<file path="config.mk">
export PLATFORM = sky130hd
export DESIGN_NAME = rotated_rect_copy_addresser
export DESIGN_NICKNAME = d
export VERILOG_FILES = /design/src/rtl/rrca_pkg.sv /design/src/rtl/rrca_fifo.sv /design/src/rtl/rrca_front.sv /design/src/rtl/rrca_back.sv /design/src/rtl/rotated_rect_copy_addresser.sv
export SDC_FILE = /design/constraint.sdc
export NUM_CORES = 2
export LEC_CHECK = 0
export ABC_AREA = 1
export BUFFER_PORTS_ARGS = -buffer_cell sky130_fd_sc_hd__buf_2
export CORE_MARGIN = 2
export CORE_UTILIZATION = 35
export DETAILED_ROUTE_END_ITERATION = 10
export SLEW_MARGIN = 15
export SYNTH_ARGS = -nofsm -noshare
export SYNTH_HDL_FRONTEND = slang
export SYNTH_HIERARCHICAL = 1
export SYNTH_SLANG_ARGS = --single-unit
</file>
<file path="constraint.sdc">
create_clock -name clock -period 12.7 [get_ports clock]
set_input_delay 1.905 -clock clock [delete_from_list [all_inputs] [get_ports clock]]
set_output_delay 1.905 -clock clock [all_outputs]
set_load 0.02 [all_outputs]
</file>
<file path="src/rtl/rrca_pkg.sv">
package rrca_pkg;

   localparam int MAX_DIM    = 2048;
   localparam int DIM_W      = 12;
   localparam int COORD_W    = 11;
   localparam int ADDR_W     = 22;
   localparam int CMD_W      = 2;
   localparam int STATUS_W   = 2;
   localparam int ROT_W      = 2;
   localparam int REG_IDX_W  = 3;
   localparam int REQ_DATA_W = 72;
   localparam int RSP_DATA_W = 96;
   localparam int FIFO_DEPTH = 4;
   localparam int FIFO_PTR_W = $clog2(FIFO_DEPTH);

   localparam logic [CMD_W-1:0] CMD_UPDATE = 2'd0;
   localparam logic [CMD_W-1:0] CMD_SNAP   = 2'd1;
   localparam logic [CMD_W-1:0] CMD_STEP   = 2'd2;

   localparam logic [STATUS_W-1:0] STATUS_OK       = 2'd0;
   localparam logic [STATUS_W-1:0] STATUS_RANGE    = 2'd1;
   localparam logic [STATUS_W-1:0] STATUS_ROTATION = 2'd2;

   localparam logic [ROT_W-1:0] ROT_NONE = 2'd0;
   localparam logic [ROT_W-1:0] ROT_90   = 2'd1;
   localparam logic [ROT_W-1:0] ROT_180  = 2'd2;
   localparam logic [ROT_W-1:0] ROT_270  = 2'd3;

   localparam logic [REG_IDX_W-1:0] REG_ROTATION      = 3'd0;
   localparam logic [REG_IDX_W-1:0] REG_BITMAP_WIDTH  = 3'd1;
   localparam logic [REG_IDX_W-1:0] REG_BITMAP_HEIGHT = 3'd2;
   localparam logic [REG_IDX_W-1:0] REG_SCREEN_WIDTH  = 3'd3;
   localparam logic [REG_IDX_W-1:0] REG_SCREEN_HEIGHT = 3'd4;

   localparam logic KIND_ANSWER = 1'b0;
   localparam logic KIND_PAIR   = 1'b1;

   typedef struct packed {
      logic [ROT_W-1:0] rotation;
      logic [DIM_W-1:0] bitmap_width;
      logic [DIM_W-1:0] bitmap_height;
      logic [DIM_W-1:0] screen_width;
      logic [DIM_W-1:0] screen_height;
   } cfg_type;

   // one queue slot: either a finished start or a step token
   typedef struct packed {
      logic                is_start;
      logic [STATUS_W-1:0] status;
      logic [DIM_W-1:0]    run_w;
      logic [DIM_W-1:0]    run_h;
      logic [COORD_W-1:0]  region_x;
      logic [COORD_W-1:0]  region_y;
      logic [DIM_W-1:0]    region_w;
      logic [DIM_W-1:0]    region_h;
      logic [ADDR_W-1:0]   src_origin;
      logic [ADDR_W-1:0]   dst_origin;
      logic [ADDR_W-1:0]   src_row_step;
      logic [ADDR_W-1:0]   src_col_step;
      logic [ADDR_W-1:0]   dst_row_step;
      logic [ADDR_W-1:0]   dst_col_step;
   } entry_type;

endpackage

</file>
<file path="src/rtl/rrca_fifo.sv">
module rrca_fifo (
   input  logic                clock,
   input  logic                reset,
   input  logic                push,
   input  rrca_pkg::entry_type push_entry,
   input  logic                pop,
   output rrca_pkg::entry_type head,
   output logic                empty,
   output logic                full
);

   rrca_pkg::entry_type                mem_ff [rrca_pkg::FIFO_DEPTH];
   logic [rrca_pkg::FIFO_PTR_W-1:0]    wr_ptr_ff, wr_ptr_in;
   logic [rrca_pkg::FIFO_PTR_W-1:0]    rd_ptr_ff, rd_ptr_in;
   logic [rrca_pkg::FIFO_PTR_W:0]      count_ff, count_in;

   localparam logic [rrca_pkg::FIFO_PTR_W-1:0] PTR_LAST =
      rrca_pkg::FIFO_PTR_W'(rrca_pkg::FIFO_DEPTH - 1);
   localparam logic [rrca_pkg::FIFO_PTR_W:0] COUNT_FULL =
      (rrca_pkg::FIFO_PTR_W + 1)'(rrca_pkg::FIFO_DEPTH);

   assign empty = (count_ff == '0);
   assign full  = (count_ff == COUNT_FULL);
   assign head  = mem_ff[rd_ptr_ff];

   always_comb begin
      wr_ptr_in = wr_ptr_ff;
      rd_ptr_in = rd_ptr_ff;
      count_in  = count_ff;
      if (push) begin
         wr_ptr_in = (wr_ptr_ff == PTR_LAST) ? '0 : wr_ptr_ff + 1'b1;
      end
      if (pop) begin
         rd_ptr_in = (rd_ptr_ff == PTR_LAST) ? '0 : rd_ptr_ff + 1'b1;
      end
      if (push && !pop) begin
         count_in = count_ff + 1'b1;
      end else if (pop && !push) begin
         count_in = count_ff - 1'b1;
      end
   end

   always_ff @(posedge clock) begin
      if (reset) begin
         wr_ptr_ff <= '0;
         rd_ptr_ff <= '0;
         count_ff  <= '0;
      end else begin
         wr_ptr_ff <= wr_ptr_in;
         rd_ptr_ff <= rd_ptr_in;
         count_ff  <= count_in;
      end
   end

   always_ff @(posedge clock) begin
      if (push) begin
         mem_ff[wr_ptr_ff] <= push_entry;
      end
   end

endmodule

</file>
<file path="src/rtl/rrca_front.sv">
module rrca_front (
   input  logic                                clock,
   input  logic                                reset,
   input  rrca_pkg::cfg_type                   cfg,
   input  logic                                req_tvalid,
   output logic                                req_tready,
   input  logic [rrca_pkg::REQ_DATA_W-1:0]     req_tdata,
   input  logic [rrca_pkg::CMD_W-1:0]          req_tuser,
   input  logic                                fifo_full,
   output logic                                push,
   output rrca_pkg::entry_type                 push_entry
);

   localparam int DW = rrca_pkg::DIM_W;
   localparam int AW = rrca_pkg::ADDR_W;
   localparam int CW = rrca_pkg::COORD_W;
   localparam logic [DW-1:0] DIM_ONE     = DW'(1);
   localparam logic [AW-1:0] ADDR_ONE    = AW'(1);
   localparam logic [AW-1:0] ADDR_NEG_ONE = '1;

   typedef struct packed {
      logic                          is_start;
      logic [rrca_pkg::STATUS_W-1:0] status;
      logic [DW-1:0]                 run_w;
      logic [DW-1:0]                 run_h;
      logic [CW-1:0]                 region_x;
      logic [CW-1:0]                 region_y;
      logic [DW-1:0]                 region_w;
      logic [DW-1:0]                 region_h;
      logic [DW-1:0]                 sa_a;
      logic [DW-1:0]                 sa_b;
      logic [DW-1:0]                 sa_c;
      logic [DW-1:0]                 da_a;
      logic [DW-1:0]                 da_b;
      logic [DW-1:0]                 da_c;
      logic [AW-1:0]                 src_row_step;
      logic [AW-1:0]                 src_col_step;
      logic [AW-1:0]                 dst_row_step;
      logic [AW-1:0]                 dst_col_step;
   } clip_type;

   function automatic logic [DW-1:0] dim_sat(input logic [DW-1:0] v);
      dim_sat = (v > DW'(rrca_pkg::MAX_DIM)) ? DW'(rrca_pkg::MAX_DIM) : v;
   endfunction

   function automatic logic [DW-1:0] min3(input logic [DW-1:0] a, input logic [DW-1:0] b,
                                          input logic [DW-1:0] c);
      logic [DW-1:0] m;
      m = (a < b) ? a : b;
      min3 = (m < c) ? m : c;
   endfunction

   // stage 0: captured transaction
   logic                         s0_valid_ff, s0_valid_in;
   logic [rrca_pkg::CMD_W-1:0]   s0_cmd_ff;
   logic [CW-1:0]                s0_rx_ff, s0_ry_ff, s0_dx_ff, s0_dy_ff;
   logic [DW-1:0]                s0_rw_ff, s0_rh_ff;
   // stage 1: clip result, multiply operands
   logic                         s1_valid_ff, s1_valid_in;
   clip_type                     s1_ff, clip;

   logic s0_ready, s1_ready, take;

   logic [DW-1:0] bw, bh, sw, sh, rx12, ry12, dx12, dy12;
   logic [DW-1:0] up180_xo, up180_yo, up180_w, up180_h, up90_w, up90_h;
   logic [DW-1:0] sn180_w, sn180_h, sn90_w, sn90_h;
   logic [AW-1:0] neg_sw;
   logic [2*DW-1:0] sa_prod, da_prod;

   assign s1_ready   = !s1_valid_ff || !fifo_full;
   assign s0_ready   = !s0_valid_ff || s1_ready;
   assign req_tready = s0_ready;
   assign take       = req_tvalid && s0_ready;
   assign push       = s1_valid_ff && !fifo_full;

   // code 3 is accepted and dropped here
   assign s0_valid_in = s0_ready ? (take && (req_tuser == rrca_pkg::CMD_UPDATE ||
                                             req_tuser == rrca_pkg::CMD_SNAP ||
                                             req_tuser == rrca_pkg::CMD_STEP))
                                 : s0_valid_ff;
   assign s1_valid_in = s1_ready ? s0_valid_ff : s1_valid_ff;

   always_ff @(posedge clock) begin
      if (reset) begin
         s0_valid_ff <= 1'b0;
         s1_valid_ff <= 1'b0;
      end else begin
         s0_valid_ff <= s0_valid_in;
         s1_valid_ff <= s1_valid_in;
      end
   end

   always_ff @(posedge clock) begin
      if (take) begin
         s0_cmd_ff <= req_tuser;
         s0_rx_ff  <= req_tdata[10:0];
         s0_ry_ff  <= req_tdata[21:11];
         s0_rw_ff  <= req_tdata[33:22];
         s0_rh_ff  <= req_tdata[45:34];
         s0_dx_ff  <= req_tdata[56:46];
         s0_dy_ff  <= req_tdata[67:57];
      end
      if (s0_valid_ff && s1_ready) begin
         s1_ff <= clip;
      end
   end

   assign bw   = dim_sat(cfg.bitmap_width);
   assign bh   = dim_sat(cfg.bitmap_height);
   assign sw   = dim_sat(cfg.screen_width);
   assign sh   = dim_sat(cfg.screen_height);
   assign rx12 = DW'(s0_rx_ff);
   assign ry12 = DW'(s0_ry_ff);
   assign dx12 = DW'(s0_dx_ff);
   assign dy12 = DW'(s0_dy_ff);
   assign neg_sw = AW'(0) - AW'(sw);

   // candidates; the subtractions only matter on paths that passed the range checks
   assign up180_xo = sw - dx12;
   assign up180_yo = sh - dy12;
   assign up180_w  = min3(s0_rw_ff, up180_xo, bw - rx12);
   assign up180_h  = min3(s0_rh_ff, up180_yo, bh - ry12);
   assign up90_w   = min3(s0_rw_ff, bw - rx12, sh - dx12);
   assign up90_h   = min3(s0_rh_ff, bh - ry12, sw - dy12);
   assign sn180_w  = min3(s0_rw_ff, bw, sw - rx12);
   assign sn180_h  = min3(s0_rh_ff, bh, sh - ry12);
   assign sn90_w   = min3(s0_rw_ff, bw, sh - rx12);
   assign sn90_h   = min3(s0_rh_ff, bh, sw - ry12);

   always_comb begin
      clip = '0;
      clip.is_start = (s0_cmd_ff != rrca_pkg::CMD_STEP);
      if (clip.is_start) begin
         if (cfg.rotation != rrca_pkg::ROT_90 && cfg.rotation != rrca_pkg::ROT_180) begin
            clip.status = rrca_pkg::STATUS_ROTATION;
         end else if (s0_cmd_ff == rrca_pkg::CMD_UPDATE) begin
            if (rx12 >= bw || ry12 >= bh) begin
               clip.status = rrca_pkg::STATUS_RANGE;
            end else if (cfg.rotation == rrca_pkg::ROT_180) begin
               if (dx12 >= sw || dy12 >= sh) begin
                  clip.status = rrca_pkg::STATUS_RANGE;
               end else begin
                  clip.run_w        = up180_w;
                  clip.run_h        = up180_h;
                  clip.region_x     = CW'(up180_xo - up180_w);
                  clip.region_y     = CW'(up180_yo - up180_h);
                  clip.region_w     = up180_w;
                  clip.region_h     = up180_h;
                  clip.sa_a         = ry12;
                  clip.sa_b         = bw;
                  clip.sa_c         = rx12;
                  clip.da_a         = up180_yo - DIM_ONE;
                  clip.da_b         = sw;
                  clip.da_c         = up180_xo - DIM_ONE;
                  clip.src_row_step = AW'(bw);
                  clip.src_col_step = ADDR_ONE;
                  clip.dst_row_step = neg_sw;
                  clip.dst_col_step = ADDR_NEG_ONE;
               end
            end else begin
               if (dx12 >= sh || dy12 >= sw) begin
                  clip.status = rrca_pkg::STATUS_RANGE;
               end else begin
                  // screen column runs down the bitmap rows
                  clip.run_w        = up90_w;
                  clip.run_h        = up90_h;
                  clip.region_x     = CW'(sw - up90_h - dy12);
                  clip.region_y     = s0_dx_ff;
                  clip.region_w     = up90_h;
                  clip.region_h     = up90_w;
                  clip.sa_a         = ry12;
                  clip.sa_b         = bw;
                  clip.sa_c         = rx12;
                  clip.da_a         = dx12;
                  clip.da_b         = sw;
                  clip.da_c         = sw - DIM_ONE - dy12;
                  clip.src_row_step = AW'(bw);
                  clip.src_col_step = ADDR_ONE;
                  clip.dst_row_step = ADDR_NEG_ONE;
                  clip.dst_col_step = AW'(sw);
               end
            end
         end else begin
            if (cfg.rotation == rrca_pkg::ROT_180) begin
               if (rx12 >= sw || ry12 >= sh) begin
                  clip.status = rrca_pkg::STATUS_RANGE;
               end else begin
                  clip.run_w    = sn180_w;
                  clip.run_h    = sn180_h;
                  clip.region_x = CW'(sw - rx12 - sn180_w);
                  clip.region_y = CW'(sh - ry12 - sn180_h);
                  clip.region_w = sn180_w;
                  clip.region_h = sn180_h;
                  if (sn180_w != '0 && sn180_h != '0) begin
                     clip.sa_a = sn180_h - DIM_ONE;
                     clip.sa_b = sw;
                     clip.sa_c = sn180_w - DIM_ONE;
                  end
                  clip.src_row_step = neg_sw;
                  clip.src_col_step = ADDR_NEG_ONE;
                  clip.dst_row_step = AW'(bw);
                  clip.dst_col_step = ADDR_ONE;
               end
            end else begin
               if (rx12 >= sh || ry12 >= sw) begin
                  clip.status = rrca_pkg::STATUS_RANGE;
               end else begin
                  clip.run_w    = sn90_w;
                  clip.run_h    = sn90_h;
                  clip.region_x = CW'(sw - ry12 - sn90_h);
                  clip.region_y = s0_rx_ff;
                  clip.region_w = sn90_h;
                  clip.region_h = sn90_w;
                  clip.sa_c     = (sn90_h != '0) ? sn90_h - DIM_ONE : '0;
                  clip.src_row_step = ADDR_NEG_ONE;
                  clip.src_col_step = AW'(sw);
                  clip.dst_row_step = AW'(bw);
                  clip.dst_col_step = ADDR_ONE;
               end
            end
         end
      end
   end

   // origin = a * b + c, one multiplier per side, written straight into the queue
   assign sa_prod = s1_ff.sa_a * s1_ff.sa_b;
   assign da_prod = s1_ff.da_a * s1_ff.da_b;

   always_comb begin
      push_entry              = '0;
      push_entry.is_start     = s1_ff.is_start;
      push_entry.status       = s1_ff.status;
      push_entry.run_w        = s1_ff.run_w;
      push_entry.run_h        = s1_ff.run_h;
      push_entry.region_x     = s1_ff.region_x;
      push_entry.region_y     = s1_ff.region_y;
      push_entry.region_w     = s1_ff.region_w;
      push_entry.region_h     = s1_ff.region_h;
      push_entry.src_origin   = sa_prod[AW-1:0] + AW'(s1_ff.sa_c);
      push_entry.dst_origin   = da_prod[AW-1:0] + AW'(s1_ff.da_c);
      push_entry.src_row_step = s1_ff.src_row_step;
      push_entry.src_col_step = s1_ff.src_col_step;
      push_entry.dst_row_step = s1_ff.dst_row_step;
      push_entry.dst_col_step = s1_ff.dst_col_step;
   end

endmodule

</file>
<file path="src/rtl/rrca_back.sv">
module rrca_back (
   input  logic                                clock,
   input  logic                                reset,
   input  logic                                fifo_empty,
   input  rrca_pkg::entry_type                 head,
   output logic                                pop,
   output logic                                rsp_tvalid,
   input  logic                                rsp_tready,
   // status, src_addr, dst_addr, region_x, region_y, region_w, region_h, zero fill
   output logic [rrca_pkg::RSP_DATA_W-1:0]     rsp_tdata,
   // kind
   output logic [0:0]                          rsp_tuser,
   output logic                                rsp_tlast
);

   localparam int DW = rrca_pkg::DIM_W;
   localparam int AW = rrca_pkg::ADDR_W;
   localparam int CW = rrca_pkg::COORD_W;

   typedef struct packed {
      logic [DW-1:0] run_w;
      logic [DW-1:0] run_h;
      logic [DW-1:0] row;
      logic [DW-1:0] col;
      logic [AW-1:0] src_cur;
      logic [AW-1:0] src_base;
      logic [AW-1:0] dst_cur;
      logic [AW-1:0] dst_base;
      logic [AW-1:0] src_row_step;
      logic [AW-1:0] src_col_step;
      logic [AW-1:0] dst_row_step;
      logic [AW-1:0] dst_col_step;
   } run_type;

   typedef struct packed {
      logic                          kind;
      logic [rrca_pkg::STATUS_W-1:0] status;
      logic [AW-1:0]                 src_addr;
      logic [AW-1:0]                 dst_addr;
      logic                          last;
      logic [CW-1:0]                 region_x;
      logic [CW-1:0]                 region_y;
      logic [DW-1:0]                 region_w;
      logic [DW-1:0]                 region_h;
   } rsp_type;

   logic    busy_ff, busy_in;
   logic    rsp_valid_ff, rsp_valid_in;
   run_type run_ff, run_in;
   rsp_type rsp_ff, rsp_in;

   logic          out_free, emits, fire, col_end, row_end, last_pair;
   logic [AW-1:0] src_next_base, dst_next_base;

   assign out_free  = !rsp_valid_ff || rsp_tready;
   // a step while idle leaves the queue without a response
   assign emits     = head.is_start || busy_ff;
   assign pop       = !fifo_empty && (out_free || !emits);
   assign fire      = pop && emits;

   assign col_end   = ({1'b0, run_ff.col} + 1'b1) >= {1'b0, run_ff.run_w};
   assign row_end   = ({1'b0, run_ff.row} + 1'b1) >= {1'b0, run_ff.run_h};
   assign last_pair = col_end && row_end;

   assign src_next_base = run_ff.src_base + run_ff.src_row_step;
   assign dst_next_base = run_ff.dst_base + run_ff.dst_row_step;

   assign rsp_valid_in = fire || (rsp_valid_ff && !rsp_tready);

   always_comb begin
      busy_in = busy_ff;
      run_in  = run_ff;
      rsp_in  = rsp_ff;
      if (fire && head.is_start) begin
         rsp_in          = '0;
         rsp_in.kind     = rrca_pkg::KIND_ANSWER;
         rsp_in.status   = head.status;
         rsp_in.region_x = head.region_x;
         rsp_in.region_y = head.region_y;
         rsp_in.region_w = head.region_w;
         rsp_in.region_h = head.region_h;
         busy_in = (head.status == rrca_pkg::STATUS_OK) &&
                   (head.run_w != '0) && (head.run_h != '0);
         run_in.run_w        = head.run_w;
         run_in.run_h        = head.run_h;
         run_in.row          = '0;
         run_in.col          = '0;
         run_in.src_cur      = head.src_origin;
         run_in.src_base     = head.src_origin;
         run_in.dst_cur      = head.dst_origin;
         run_in.dst_base     = head.dst_origin;
         run_in.src_row_step = head.src_row_step;
         run_in.src_col_step = head.src_col_step;
         run_in.dst_row_step = head.dst_row_step;
         run_in.dst_col_step = head.dst_col_step;
      end else if (fire) begin
         rsp_in          = '0;
         rsp_in.kind     = rrca_pkg::KIND_PAIR;
         rsp_in.src_addr = run_ff.src_cur;
         rsp_in.dst_addr = run_ff.dst_cur;
         rsp_in.last     = last_pair;
         if (last_pair) begin
            busy_in = 1'b0;
         end else if (col_end) begin
            run_in.col      = '0;
            run_in.row      = run_ff.row + 1'b1;
            run_in.src_base = src_next_base;
            run_in.src_cur  = src_next_base;
            run_in.dst_base = dst_next_base;
            run_in.dst_cur  = dst_next_base;
         end else begin
            run_in.col     = run_ff.col + 1'b1;
            run_in.src_cur = run_ff.src_cur + run_ff.src_col_step;
            run_in.dst_cur = run_ff.dst_cur + run_ff.dst_col_step;
         end
      end
   end

   always_ff @(posedge clock) begin
      if (reset) begin
         busy_ff      <= 1'b0;
         rsp_valid_ff <= 1'b0;
      end else begin
         busy_ff      <= busy_in;
         rsp_valid_ff <= rsp_valid_in;
      end
   end

   always_ff @(posedge clock) begin
      run_ff <= run_in;
      rsp_ff <= rsp_in;
   end

   assign rsp_tvalid = rsp_valid_ff;
   assign rsp_tuser  = rsp_ff.kind;
   assign rsp_tlast  = rsp_ff.last;
   assign rsp_tdata  = {4'b0, rsp_ff.region_h, rsp_ff.region_w, rsp_ff.region_y,
                        rsp_ff.region_x, rsp_ff.dst_addr, rsp_ff.src_addr, rsp_ff.status};

   a_last_ends_run: assert property (@(posedge clock) disable iff (reset)
      (fire && !head.is_start && last_pair) |=> !busy_ff)
      else $error("run still busy after its last pair");

   a_counts_in_run: assert property (@(posedge clock) disable iff (reset)
      busy_ff |-> (run_ff.col < run_ff.run_w && run_ff.row < run_ff.run_h))
      else $error("row or column counter outside the clipped rectangle");

   a_busy_from_start: assert property (@(posedge clock) disable iff (reset)
      $rose(busy_ff) |-> $past(fire && head.is_start))
      else $error("run started without a start transaction");

   a_no_drop: assert property (@(posedge clock) disable iff (reset)
      (rsp_valid_ff && !rsp_tready) |-> !fire)
      else $error("response overwritten while stalled");

endmodule

</file>
<file path="src/rtl/rotated_rect_copy_addresser.sv">
// An accepted request passes capture, clip, origin multiply into the 4-entry queue and the
// response register before its response appears on rsp; a stall on rsp holds it back.
// Throughput: one transaction per cycle while rsp does not stall; each step yields one
// address pair, at one per cycle while rsp does not stall, from the address adders in the back end.
// Steps while no run is active and command code 3 are accepted and give no response.
// Reset (synchronous, active high) empties the pipeline and queue, ends any run and
// restores rotation 0 with all dimensions 2048.
module rotated_rect_copy_addresser (
   input  logic                                clock,
   input  logic                                reset,
   input  logic                                csr_wen,
   input  logic [rrca_pkg::REG_IDX_W-1:0]      csr_index,
   input  logic [rrca_pkg::DIM_W-1:0]          csr_wdata,
   input  logic                                req_tvalid,
   output logic                                req_tready,
   // rect_x, rect_y, rect_w, rect_h, dest_x, dest_y, zero fill
   input  logic [rrca_pkg::REQ_DATA_W-1:0]     req_tdata,
   // cmd
   input  logic [rrca_pkg::CMD_W-1:0]          req_tuser,
   output logic                                rsp_tvalid,
   input  logic                                rsp_tready,
   // status, src_addr, dst_addr, region_x, region_y, region_w, region_h, zero fill
   output logic [rrca_pkg::RSP_DATA_W-1:0]     rsp_tdata,
   // kind
   output logic [0:0]                          rsp_tuser,
   output logic                                rsp_tlast
);

   rrca_pkg::cfg_type   cfg_ff, cfg_in;
   rrca_pkg::entry_type push_entry, head;
   logic                push, pop, fifo_empty, fifo_full;

   always_comb begin
      cfg_in = cfg_ff;
      if (csr_wen) begin
         case (csr_index)
            rrca_pkg::REG_ROTATION:      cfg_in.rotation      = csr_wdata[rrca_pkg::ROT_W-1:0];
            rrca_pkg::REG_BITMAP_WIDTH:  cfg_in.bitmap_width  = csr_wdata;
            rrca_pkg::REG_BITMAP_HEIGHT: cfg_in.bitmap_height = csr_wdata;
            rrca_pkg::REG_SCREEN_WIDTH:  cfg_in.screen_width  = csr_wdata;
            rrca_pkg::REG_SCREEN_HEIGHT: cfg_in.screen_height = csr_wdata;
            default: ;
         endcase
      end
   end

   always_ff @(posedge clock) begin
      if (reset) begin
         cfg_ff.rotation      <= rrca_pkg::ROT_NONE;
         cfg_ff.bitmap_width  <= rrca_pkg::DIM_W'(rrca_pkg::MAX_DIM);
         cfg_ff.bitmap_height <= rrca_pkg::DIM_W'(rrca_pkg::MAX_DIM);
         cfg_ff.screen_width  <= rrca_pkg::DIM_W'(rrca_pkg::MAX_DIM);
         cfg_ff.screen_height <= rrca_pkg::DIM_W'(rrca_pkg::MAX_DIM);
      end else begin
         cfg_ff <= cfg_in;
      end
   end

   rrca_front u_front (
      .clock      (clock),
      .reset      (reset),
      .cfg        (cfg_ff),
      .req_tvalid (req_tvalid),
      .req_tready (req_tready),
      .req_tdata  (req_tdata),
      .req_tuser  (req_tuser),
      .fifo_full  (fifo_full),
      .push       (push),
      .push_entry (push_entry)
   );

   rrca_fifo u_fifo (
      .clock      (clock),
      .reset      (reset),
      .push       (push),
      .push_entry (push_entry),
      .pop        (pop),
      .head       (head),
      .empty      (fifo_empty),
      .full       (fifo_full)
   );

   rrca_back u_back (
      .clock      (clock),
      .reset      (reset),
      .fifo_empty (fifo_empty),
      .head       (head),
      .pop        (pop),
      .rsp_tvalid (rsp_tvalid),
      .rsp_tready (rsp_tready),
      .rsp_tdata  (rsp_tdata),
      .rsp_tuser  (rsp_tuser),
      .rsp_tlast  (rsp_tlast)
   );

endmodule

</file>
==> results.ini <==
[clock_network]
clk_pin_slew_ns = 0.07
root_buffer = clkbuf_16
cts.htree.levels = 4
cts_hold_buf = 0
numClockSinks = 1468
cts.repair.resized = 0
worstSkewPairLatency_ns = 0.84
cts_setup_buffers = 0
cts_buffers = 156
cts_tree = built
clockBufferDepth = 3

[logic_synthesis]
ys_async_sr_fraction_pct = 0
yosysWarningCount = 6
synth-edff-count = 1335
yosysTopAreaCellShare_pct = 45.65
yosysUniqueCellTypes = 67
synthCells = 9276
synth_ff_type = edfxtp_1
yosysTopAreaCell = edfxtp_1
avgSynthCellArea_um2 = 9.467
synth-seq-cells = 1468
yosys-top-cells-area = edfxtp_1 46%, ha_1 8.1%, nand2_1 7.7%
yosysSeqAreaShare_pct = 48.68
netlist_area_um2 = 87820

[pwr]
ir_worst_vdd_mv = 0.1528
powerDensity_nw_per_um2 = 212.7
p_leak_nw = 40.45
power_mw = 20.39

[die]
dieArea_um2 = 254900
die_w_um = 504.9
die_h_um = 504.9
start_util_pct = 35.25
rows = 183
ios = 194
core_region_area_um2 = 249100

[routing]
vias_per_cell = 5.153
drt_first_iter_violations = 5274
firstDrtPassIters = 7
drc_errors = 0
wl_per_cell_um = 22.62
drt_wl_total_mm = 286.7
drt.antenna.violating_nets = 0
vias = 65330

[setup_path]
cp-end-kind = flop
crit_arrival_ns = 10.51
start_kind = flop
slowest_stage = inv_1
crit_top_cell = nand2_1
critPathRequiredTime_ns = 13.26
path_max_fanout = 22
crit_type = reg -> reg
rr_worst_depth = 45
crit_path_max_incr_delay_ns = 0.84

[sta]
hold_violations = 0
clock.fmax_ghz = 0.1005
slew_headroom_pct = 14.25
tightest_slew_ns = 1.273
fin_crit_sh_pct = 78.36
fin_tns_setup_ns = 0
slew_violations = 0
skew_ns = 0.05284
setup_viol = 0
rsz0062_at_grt = no
period_needed_ns = 9.952

[global_routing]
grt_max_degree = 185
grt_pass1_vias = 63410
grt_first_pass_wirelength_mm = 416.5
grt_overflow = 0
antenna_found_initial = 23
gr-usage-all-layers_pct = 21.95

[hold_path]
whs_path_depth = 2
hp-class = reg -> reg

[placed_design]
hpwlAfterDp_mm = 216.2
gp_congestion = 0.9896
portBuffers = 185

[outcome]
outcome = finished, final reports clean

[cells_and_area]
synthToLayoutAreaGrowth_pct = 9.188
nets = 10130
drive_above_1_share_pct = 7.375

[run]
cap_viol_max_count = 0

==> power breakdown <==
group	switching (mW)	total [mW]	internal (mW)
Combinational	6.19	8.94	2.75
Clock	1.97	4.43	2.47
Sequential	0.441	7.02	6.58
Total	8.60	20.4	11.8
==> registers in the layout, indices dropped and copies added (netlist names), 12 cells and up, named ones only <==
name and count:
u_front/push_entry 125, u_front/s0_rh_ff 12, u_front/s1_ff 72, u_back/rsp_tdata 92
u_back/run_ff 224, cfg_ff 50, u_front/s0_rw_ff 12, u_fifo/mem_ff 820
==> per-stage QoR <==
step           cell area (um2)  worst slack (ns)  hold slack, ns  utilization, %  std cells
3_5_place_dp             90780             3.094          0.4525           36.44      12390
5_1_grt                  95880             1.818          0.4838           38.49      12670
4_1_cts                  95820             3.050          0.4564           38.46      12670
2_1_floorplan            87830             3.089          0.4363               -       9279
6_report                 95890             2.748          0.4606           38.49      12680
3_3_place_gp             90780             2.997          0.4525           36.44      12390
==> per-layer routing <==
metal | global-route usage [%] | wire (um) | vias up
met5 | 0 | 23 | -
met4 | 8.155 | 11230 | 4
met2 | 35.79 | 133100 | 2010
met3 | 2.454 | 16420 | 382
li1 | - | - | 30940
met1 | 30.03 | 126000 | 32000
==> logic make-up after synthesis <==
kind of cell	share of synthesized area, %
other	0.004270
adder cells (fa/ha/maj)	13.80
XOR/XNOR	2.743
AND/OR/NAND/NOR	16.04
flip-flops	48.68
buffers and inverters	8.390
multiplexers	0.02280
AO/OA/AOI/OAI	10.32
==> cell usage in the layout (no fill, tap or decap), drive strengths merged, types with 7 or more instances in the layout <==
master and n:
nand3b 17, xnor2 79, xor2 196, and2 9, nor2 949, a21o 9, inv 1166, ha 567
clkinv 66, nor3 51, fa 251, a31oi 16, nand2 1870, clkbuf 203, or2 30, o221ai 16
o21bai 29, a21oi 438, o211ai 29, nand3 400, o22ai 244, nand4 65, dfxtp 133, nor4 15
bufinv 7, o21ai 809, edfxtp 1335, buf 279
==> cells in the mapped netlist (12+ instances only) <==
| master | number |
|---|---|
| nand3_1 | 394 |
| nor4_1 | 15 |
| o21ai_0 | 551 |
| clkbuf_1 | 170 |
| inv_2 | 15 |
| nor3_1 | 50 |
| fa_1 | 251 |
| a21oi_2 | 13 |
| xor2_1 | 196 |
| xnor2_1 | 79 |
| nand2_4 | 14 |
| buf_1 | 12 |
| nand2_2 | 48 |
| buf_4 | 181 |
| buf_2 | 82 |
| nor2_1 | 925 |
| o21ai_1 | 247 |
| ha_1 | 567 |
| buf_6 | 42 |
| nand2_1 | 1808 |
| dfxtp_1 | 133 |
| nor2_2 | 17 |
| inv_1 | 1143 |
| o211ai_1 | 29 |
| o22ai_1 | 244 |
| a21oi_1 | 425 |
| edfxtp_1 | 1335 |
| o221ai_1 | 16 |
| nand3b_1 | 17 |
| or2_2 | 29 |
| a31oi_1 | 15 |
| nand4_1 | 65 |
| o21bai_1 | 29 |
==> layout make-up <==
type | count | area [um2]
Antenna cell | 5 | 12.51
Clock buffer | 203 | 4100
Clock inverter | 81 | 935.9
Fill cell | 24770 | 153200
Inverter | 1164 | 4428
Multi-Input combinational cell | 6148 | 37790
Sequential cell | 1468 | 42760
Tap cell | 3330 | 4167
Timing Repair Buffer | 279 | 1700
==> final timing paths <==
| kind | start | to | slack [ns] |
|---|---|---|---|
| max | cfg_ff[19] | u_front/push_entry[177] | 2.75 |
| min | u_back/rsp_tdata[4] | u_back/rsp_tdata[4] | 0.46 |
| max reg2reg | cfg_ff[19] | u_front/push_entry[177] | 2.75 |
| min reg2reg | u_back/rsp_tdata[4] | u_back/rsp_tdata[4] | 0.46 |
==> critical path: cells and delay by family (launching register included) <==
| family | cells | cell delay [ns] |
|---|---|---|
| simple gates | 17 | 3.06 |
| compound gates | 14 | 2.36 |
| buf+inv | 8 | 1.98 |
| fa+ha+maj | 5 | 1.84 |
| flops | 1 | 0.33 |
| xor+xnor | 1 | 0.11 |
Note: power is estimated with default switching activity, not from simulation.
